**config.mk**
```make
export PLATFORM = sky130hd
export DESIGN_NAME = snaparr_ram
export DESIGN_NICKNAME = d
export VERILOG_FILES = /design/src/hw/rtl/snaparr_ram.sv
export SDC_FILE = /design/constraint.sdc
export NUM_CORES = 1
export LEC_CHECK = 0
export BUFFER_PORTS_ARGS = -buffer_cell sky130_fd_sc_hd__buf_2
export CAP_MARGIN = 20
export CORE_ASPECT_RATIO = 2
export CORE_UTILIZATION = 25
export CTS_CLUSTER_DIAMETER = 200
export CTS_CLUSTER_SIZE = 14
export DETAILED_ROUTE_END_ITERATION = 8
export SYNTH_ARGS = -nofsm -noshare
export SYNTH_HDL_FRONTEND = slang
export SYNTH_SLANG_ARGS = --single-unit
```
**constraint.sdc**
```tcl
create_clock -name aclk -period 4.15 [get_ports aclk]
set_input_delay 0.6225 -clock aclk [delete_from_list [all_inputs] [get_ports aclk]]
set_output_delay 0.6225 -clock aclk [all_outputs]
set_load 0.01 [all_outputs]
```
**src/hw/rtl/snaparr_ram.sv**
```systemverilog
// ----------------------------------------------------------------------------
// snaparr_ram
// Simple dual-port RAM: one write port, one read port with registered data.
// ----------------------------------------------------------------------------
module snaparr_ram #(
    parameter int WIDTH     = 8,
    parameter int DEPTH     = 16,
    parameter int ADDR_BITS = $clog2(DEPTH)
) (
    input  logic                 aclk,
    input  logic                 wr_en,
    input  logic [ADDR_BITS-1:0] wr_addr,
    input  logic [WIDTH-1:0]     wr_data,
    input  logic [ADDR_BITS-1:0] rd_addr,
    output logic [WIDTH-1:0]     rd_data
);

    logic [WIDTH-1:0] mem [DEPTH];

    always_ff @(posedge aclk) begin
        if (wr_en) begin
            mem[wr_addr] <= wr_data;
        end
    end

    always_ff @(posedge aclk) begin
        rd_data <= mem[rd_addr];
    end

endmodule

```
==> impl_metrics.py, run 1 <==
metrics = {
    "logic_synthesis": {
        "ys_ff_latch": 136,
        "synthesis.nets": 247,
        "seq_area_frac_synth": 0.778,
        "avgSynthCellArea_um2": 22.5,
        "syn_inst": 229,
        "ys_types": 19,
        "syn-cell-area_um2": 5150,
        "yosys_warnings": 0,
    },
    "floorplan": {
        "die_w_um": 103,
        "dieHeight_um": 205,
        "initial_core_util": 0.257,
        "row_count": 73,
        "core_um2": 20000,
        "ios": 26,
        "fp.dieArea_um2": 21200,
    },
    "worst_hold_path": {
        "min_path_type": "in2reg",
    },
    "routing": {
        "vias": 2356,
        "wl_per_cell_um": 19.9,
        "postRouteAntennaNets": 0,
        "drcViolationCount": 0,
        "avgViaCountPerCell": 4.36,
        "wl_um": 10800,
        "drt_pass1_iterations": 4,
        "dr.first_iter.drc_count": 249,
    },
    "place": {
        "place.gp.congestion": 0.711,
        "port_buffers": 25,
        "hpwl_um": 7240,
    },
    "run": {
        "cap_viol_max_count": 0,
    },
    "pwr": {
        "comb_power_share": 0.044,
        "p_clk_frac": 0.477,
        "net-switching-power_mw": 0.643,
        "power_frac_seq": 0.479,
        "switching_share": 0.199,
        "power_density_nw_per_um2": 523,
        "p_leak_nw": 2.01,
        "intPower_mw": 2.59,
        "ir_drop_mv": 0.283,
    },
    "timing": {
        "hold_viol": 0,
        "clock_skew_ns": 0.00554,
        "rsz0062_at_grt": "false",
        "maxSlewHeadroom": 0.289,
        "finalSetupViolCount": 0,
        "drv_slew": 0,
        "setup_tns_ns": 0,
        "tightestPinTransition_ns": 1.06,
        "max_freq_ghz": 0.494,
        "whs_ns": 0.604,
        "fin_crit_sh": 0.488,
        "layout_min_cycle_time_ns": 2.03,
    },
    "worst_setup_path": {
        "slowest_delay_ns": 0.63,
        "critPathKind": "in2reg",
        "arrival_ns": 2.32,
        "slowest_stage": "mux4_1",
        "critPathLaunchType": "input pin",
        "critPathCaptureType": "flop",
        "critPathMaxFanout": 18,
        "crit_chain": "buf_2, buf_16, mux4_1, a22oi_1, nand2_1",
        "crit_required_ns": 4.45,
    },
    "global_routing": {
        "grt_pass1_vias": 2516,
        "track_usage": 0.111,
        "grt_overflow_total": 0,
        "grt_antenna_before_repair": 0,
        "grt_max_degree": 33,
        "grt_pass1_wl_um": 15700,
    },
    "status": {
        "status": "finished clean",
    },
    "clock_tree": {
        "cts_tree": "done",
        "root_buffer": "clkbuf_16",
        "clockBufferDepth": 2,
        "postCtsSetupBuffers": 0,
        "numCtsBuffers": 17,
        "htree_num_levels": 4,
        "clk_latency_ns": 0.41,
        "ctsHoldBuffers": 0,
        "path_clk_slew_ns": 0.06,
        "cts_resized": 0,
        "cts_sinks": 136,
    },
    "layout": {
        "drive_gt1_frac": 0.284,
        "final_common_cell": "edfxtp_1",
        "final_cell_mix": "128 x edfxtp_1, 25 x buf_2, 18 x mux4_2",
        "layout.nets": 284,
        "syn_to_final_growth_pct": 20.0,
        "n_antenna_cell": 0,
    },
}
## layer usage
layer  up-vias  global-route usage  share of wire
met5         -                   0              0
met4         0              0.0573          0.028
li1       1047                   -              -
met1      1225               0.109           0.36
met3        18              0.0310          0.036
met2        66               0.203           0.57
## registers in the layout, indices dropped and copies added (netlist names)
name and flops:
mem 128, rd_data 8
## power by group through the flow
stage | Sequential [mW] | Combinational, mW | Clock (mW)
after CTS | 1.55 | 0.142 | 1.56
after global placement | 1.58 | 0.137 | 0
final | 1.55 | 0.142 | 1.54
after floorplan | 1.58 | 0.0779 | 0
after global routing | 1.55 | 0.153 | 1.61
after detailed placement | 1.58 | 0.142 | 0
## synthesized netlist by cell type
master	number	area, µm²
a22oi_1	16	120
and2_1	1	6.26
and2b_1	1	7.51
buf_2	3	15.0
buf_4	1	7.51
buf_6	3	33.8
clkdlybuf4s25_2	3	30.0
dfxtp_1	8	160
edfxtp_1	128	3840
mux4_1	14	368
mux4_2	18	405
nand2_1	9	33.8
nand2b_1	2	12.5
nand3_1	1	5.00
nand3b_1	2	15.0
nor2_1	13	48.8
nor2b_1	1	6.26
nor3_1	4	20.0
or3b_2	1	8.76
## worst paths after layout
check	start	endpoint	slack (ns)	cells after the start
setup / recovery	rd_addr[0]	rd_data[1]$_DFF_P_	2.12	5
hold / removal	wr_data[0]	mem[8][0]$_DFFE_PP_	0.60	1
setup reg to reg	mem[1][1]$_DFFE_PP_	rd_data[1]$_DFF_P_	2.75	3
hold reg to reg	mem[4][0]$_DFFE_PP_	rd_data[0]$_DFF_P_	0.67	3
## worst max-delay path: cells and delay by family
| family | cells | cell delay (ns) |
|---|---|---|
| buffers and inverters | 2 | 0.70 |
| multiplexers | 1 | 0.63 |
| AO/OA/AOI/OAI | 1 | 0.28 |
| AND/OR/NAND/NOR | 1 | 0.08 |
## cells by family (layout without fill, tap and decap cells)
group           after synthesis  count (layout)  synth area share
buf+inv                      10              59            0.0168
simple gates                 35              35            0.0318
flops                       136             136             0.778
mux                          32              32             0.150
compound gates               16              16            0.0233
## through the flow
stage	cell area, µm²	power (mW)	cells	worst slack [ns]	utilization
after floorplan	5150	1.65	229	2.03	-
after global placement	5530	1.71	507	1.46	0.277
after detailed placement	5540	1.72	508	1.50	0.277
after CTS	6150	3.25	539	1.93	0.307
after global routing	6170	3.31	540	2.05	0.309
final	6170	3.23	540	2.12	0.309
## final cells by class
cell class	instances	area (µm²)
multi-input cells	83	1070
clock inverters	14	183
clock buffers	17	425
repair buffers	28	168
flip-flops and latches	136	4000
fillers	1906	13800
well taps	262	328
Power figures use the tool's default switching activity.
==> run 2, diff against run 1 <==
clock period = 2.07 ns   (was 4.15 ns; I/O delays follow)
==> impl_metrics.py, run 2 (same netlist as run 1, synthesis figures left out) <==
metrics = {
    "global_routing": {
        "grt_pass1_vias": 2636,
        "grt_antenna_before_repair": 0,
        "grt_max_degree": 21,
        "grt_pass1_wl_um": 15800,
        "grt_overflow_total": 0,
        "track_usage": 0.111,
    },
    "routing": {
        "drcViolationCount": 0,
        "wl_per_cell_um": 18.8,
        "avgViaCountPerCell": 4.29,
        "vias": 2405,
        "wl_um": 10600,
        "postRouteAntennaNets": 0,
        "drt_pass1_iterations": 4,
        "dr.first_iter.drc_count": 129,
    },
    "layout": {
        "syn_to_final_growth_pct": 22.8,
        "top_register": "mem",
        "n_antenna_cell": 0,
        "layout.nets": 303,
        "final_common_cell": "edfxtp_1",
        "fin_util": 0.316,
        "reg_top3": "mem: 128 flops, rd_data: 8 flops",
        "fin_area_um2": 6320,
        "drive_gt1_frac": 0.305,
        "final_cell_mix": "128 x edfxtp_1, 25 x buf_2, 20 x buf_4",
        "largest_register_ffs": 128,
    },
    "timing": {
        "drv_slew": 0,
        "fin_crit_sh": 0.660,
        "maxSlewHeadroom": 0.724,
        "rsz0062_at_grt": "false",
        "setup_tns_ns": 0,
        "finalSetupViolCount": 0,
        "hold_viol": 0,
        "layout_min_cycle_time_ns": 1.37,
        "clock_skew_ns": 0.00516,
        "max_freq_ghz": 0.732,
        "tightestPinTransition_ns": 0.414,
    },
    "worst_setup_path": {
        "reg2reg_depth": 3,
        "crit_chain": "mux4_1, a22oi_1, nand2_1",
        "slowest_stage": "mux4_1",
        "r2r_end": "rd_data[0]$_DFF_P_",
        "arrival_ns": 1.65,
        "crit_required_ns": 2.36,
        "critPathMaxFanout": 1,
        "critPathKind": "reg2reg",
        "cp.buffers_inverters": 0,
        "critPathLaunchType": "flop",
        "path_delay_family": "multiplexers",
        "rr_startpoint": "mem[0][0]$_DFFE_PP_",
        "ff2ff_setup_slack_ns": 0.70,
        "crit_end": "rd_data[0]$_DFF_P_",
        "slowest_delay_ns": 0.53,
        "crit_start": "mem[0][0]$_DFFE_PP_",
        "crit_cells": 3,
        "critPathCaptureType": "flop",
    },
    "clock_tree": {
        "ctsHoldBuffers": 0,
        "postCtsSetupBuffers": 0,
        "cts_sinks": 136,
        "numCtsBuffers": 17,
        "path_clk_slew_ns": 0.06,
        "htree_num_levels": 4,
        "cts_tree": "done",
        "clockBufferDepth": 2,
        "cts_resized": 0,
        "clk_latency_ns": 0.41,
        "root_buffer": "clkbuf_16",
    },
    "floorplan": {
        "core_um2": 20000,
        "dieHeight_um": 205,
        "fp.dieArea_um2": 21200,
        "ios": 26,
        "initial_core_util": 0.257,
        "row_count": 73,
        "die_w_um": 103,
    },
    "status": {
        "status": "finished clean",
    },
    "worst_hold_path": {
        "min_path_type": "in2reg",
    },
    "place": {
        "hpwl_um": 7580,
        "port_buffers": 25,
        "postPlaceCellArea_um2": 5700,
        "place.gp.congestion": 0.732,
    },
    "pwr": {
        "p_leak_nw": 2.12,
        "power_density_nw_per_um2": 1040,
        "ir_drop_mv": 0.501,
    },
    "run": {
        "cap_viol_max_count": 0,
    },
}
-- run 2: cell types whose count changed in the layout (fill, tap and decap cells not counted), moves of 2 or more --
cell	change
buf_12	+2
buf_4	+18
clkbuf_1	+5
clkinv_2	-2
clkinvlp_4	-3
nor3_1	+2
nor3_2	-2
-- run 2: area by class of cell --
cell class	instances	area, µm²
Clock buffer	22	444
Clock inverter	10	175
Fill cell	1880	13700
Timing Repair Buffer	47	315
Multi-Input combinational cell	83	1060
Sequential cell	136	4000
Tap cell	262	328
-- run 2: worst register-to-register path, stage by stage (launching register included) --
cell      delay, ns
edfxtp_1       0.36
mux4_1         0.53
a22oi_1        0.23
nand2_1        0.12
-- run 2: metrics by stage --
step | worst slack [ns] | hold slack (ns) | cells | power [mW]
2_1_floorplan | 0.267 | 0.409 | 229 | 3.31
3_3_place_gp | 0.295 | 0.651 | 528 | 3.45
3_5_place_dp | 0.270 | 0.661 | 528 | 3.46
4_1_cts | 0.683 | 0.263 | 560 | 6.60
5_1_grt | 0.619 | 0.274 | 560 | 6.73
6_report | 0.703 | 0.280 | 560 | 6.55
-- run 2: per-layer routing --
metal,GRT usage,wire (µm)
met2,0.208,6170
met1,0.0995,3540
met3,0.0317,414
met5,0,0
met4,0.0689,422
-- run 2: worst min-delay path by stage --
| stage | start | to | slack [ns] | cells after the start |
|---|---|---|---|---|
| final | wr_data[6] | mem[15][6]$_DFFE_PP_ | 0.28 | 1 |
| after global routing | wr_data[7] | mem[15][7]$_DFFE_PP_ | 0.27 | 1 |
| after detailed placement | mem[14][4]$_DFFE_PP_ | rd_data[4]$_DFF_P_ | 0.66 | 3 |
| after floorplan | wr_data[0] | mem[0][0]$_DFFE_PP_ | 0.41 | 0 |
| after CTS | wr_data[7] | mem[14][7]$_DFFE_PP_ | 0.26 | 1 |
| after global placement | mem[12][3]$_DFFE_PP_ | rd_data[3]$_DFF_P_ | 0.65 | 3 |
-- run 2: power by group --
group          switching, mW  internal (mW)  leakage, nW
Combinational          0.164          0.127        0.595
Sequential            0.0203           3.08         1.22
Clock                   1.03           2.12        0.297
==> run 3, diff against run 2 <==
clock period = 1.3 ns   (was 2.07 ns; I/O delays follow)
==> impl_metrics.py, run 3 (same netlist as run 1, synthesis figures left out) <==
metrics = {
    "layout": {
        "n_fill_cell": 1874,
        "drive_gt1_frac": 0.397,
        "layout.nets": 312,
        "n_antenna_cell": 0,
        "top_register": "mem",
        "multiInputGateArea_um2": 1110,
        "final_cell_mix": "128 x edfxtp_1, 25 x buf_2, 23 x mux4_2, 23 x buf_4, 17 x clkbuf_16",
        "seq_area_um2": 4000,
        "reg_top3": "mem: 128 flops, rd_data: 8 flops",
        "fin_cells": 569,
        "largest_register_ffs": 128,
        "final_common_cell": "edfxtp_1",
        "syn_to_final_growth_pct": 26.6,
    },
    "timing": {
        "setup_slack_ns": 0.0486,
        "finalSetupViolCount": 0,
        "drv_slew": 0,
        "rsz0062_at_grt": "true",
        "layout_min_cycle_time_ns": 1.25,
        "tightestPinTransition_ns": 0.924,
        "fin_crit_sh": 0.963,
        "max_freq_ghz": 0.799,
        "hold_viol": 0,
        "maxSlewHeadroom": 0.382,
        "clock_skew_ns": 0.00548,
    },
    "worst_setup_path": {
        "critPathCaptureType": "flop",
        "critPathMaxFanout": 1,
        "arrival_ns": 1.55,
        "ff2ff_setup_slack_ns": 0.05,
        "critPathKind": "reg2reg",
        "crit_required_ns": 1.60,
        "critPathLaunchType": "flop",
    },
    "clock_tree": {
        "root_buffer": "clkbuf_16",
        "clockBufferDepth": 2,
        "clk_latency_ns": 0.41,
        "cts_tree": "done",
        "path_clk_slew_ns": 0.06,
        "numCtsBuffers": 17,
        "htree_num_levels": 4,
        "postCtsSetupBuffers": 0,
        "cts_sinks": 136,
    },
    "routing": {
        "postRouteAntennaNets": 0,
        "wl_um": 10700,
        "vias": 2434,
        "avgViaCountPerCell": 4.28,
        "drcViolationCount": 0,
        "wl_per_cell_um": 18.8,
        "drt_pass1_iterations": 4,
        "dr.first_iter.drc_count": 165,
    },
    "pwr": {
        "intPower_mw": 8.44,
        "power_frac_seq": 0.474,
        "ir_drop_mv": 0.915,
        "net-switching-power_mw": 1.98,
        "comb_power_share": 0.050,
        "power_density_nw_per_um2": 1600,
        "switching_share": 0.190,
        "p_clk_frac": 0.476,
        "p_leak_nw": 2.17,
    },
    "global_routing": {
        "grt_pass1_wl_um": 16200,
        "grt_overflow_total": 0,
        "grt_max_degree": 17,
        "track_usage": 0.112,
        "grt_antenna_before_repair": 0,
        "grt_pass1_vias": 2707,
    },
    "run": {
        "cap_viol_max_count": 0,
    },
    "floorplan": {
        "fp.dieArea_um2": 21200,
        "core_um2": 20000,
        "row_count": 73,
        "die_w_um": 103,
        "ios": 26,
        "initial_core_util": 0.257,
        "dieHeight_um": 205,
    },
    "worst_hold_path": {
        "min_path_type": "in2reg",
    },
    "place": {
        "post-place-ws_ns": -0.326,
        "place.gp.congestion": 0.743,
        "port_buffers": 25,
        "dp_cells": 537,
        "hpwl_um": 7680,
    },
    "status": {
        "status": "finished clean",
    },
}
-- run 3: cell types whose count changed in the layout (fill, tap and decap cells not counted), sizes merged --
| cell | delta |
|---|---|
| buf | +9 |
| bufinv | -1 |
| clkbuf | +1 |
-- run 3: repair_timing --
item	CTS	global route
endpoints found under the setup margin	3	4
cloned	0	0
pin swaps	0	2
gates resized for setup	4	9
hold buffers	0	0
hold endpoints to repair	0	0
-- run 3: layout make-up --
class,instances,area share
clock inverter,9,0.0225
sequential,136,0.614
timing repair buffer,56,0.0703
clock buffer,23,0.0718
tap,262,0.0503
multi-input combinational,83,0.171
-- run 3: worst max-delay path, cell delays in order, from the launching register on --
cell and delay [ns]:
edfxtp_1 0.37, mux4_1 0.51, a22oi_1 0.19, nand2_1 0.07
-- run 3: path summary, 6_finish.rpt --
path | startpoint | end | cells after the start
worst max-delay path | mem[8][2]$_DFFE_PP_ | rd_data[2]$_DFF_P_ | 3
worst min-delay path | wr_data[1] | mem[8][1]$_DFFE_PP_ | 1
worst max register to register | mem[8][2]$_DFFE_PP_ | rd_data[2]$_DFF_P_ | 3
worst min register to register | mem[15][1]$_DFFE_PP_ | rd_data[1]$_DFF_P_ | 3
-- run 3: through the flow --
stage,setup TNS (ns),utilization,hold WS [ns],area (µm²),total power [mW]
final,0,0.326,0.169,6520,10.4
after global routing,-0.0165,0.326,0.167,6520,10.7
after CTS,-0.00993,0.325,0.149,6500,10.5
after detailed placement,-6.77,0.294,0.595,5880,5.54
after global placement,-5.58,0.294,0.558,5880,5.52
after floorplan,-0.213,-,0.294,5190,5.28
-- run 3: metal layers --
layer,vias up,global-route usage,share of wire
met5,-,0,0
met3,12,0.0283,0.034
met4,0,0.0594,0.018
li1,1099,-,-
met2,59,0.217,0.62
met1,1264,0.102,0.33
-- run 3: power groups by stage --
stage | Combinational, mW | Sequential (mW) | Clock [mW]
floorplan | 0.257 | 5.03 | 0
CTS | 0.521 | 4.94 | 5.07
finish | 0.523 | 4.94 | 4.96
global placement | 0.496 | 5.03 | 0
detailed placement | 0.514 | 5.03 | 0
global route | 0.569 | 4.94 | 5.23
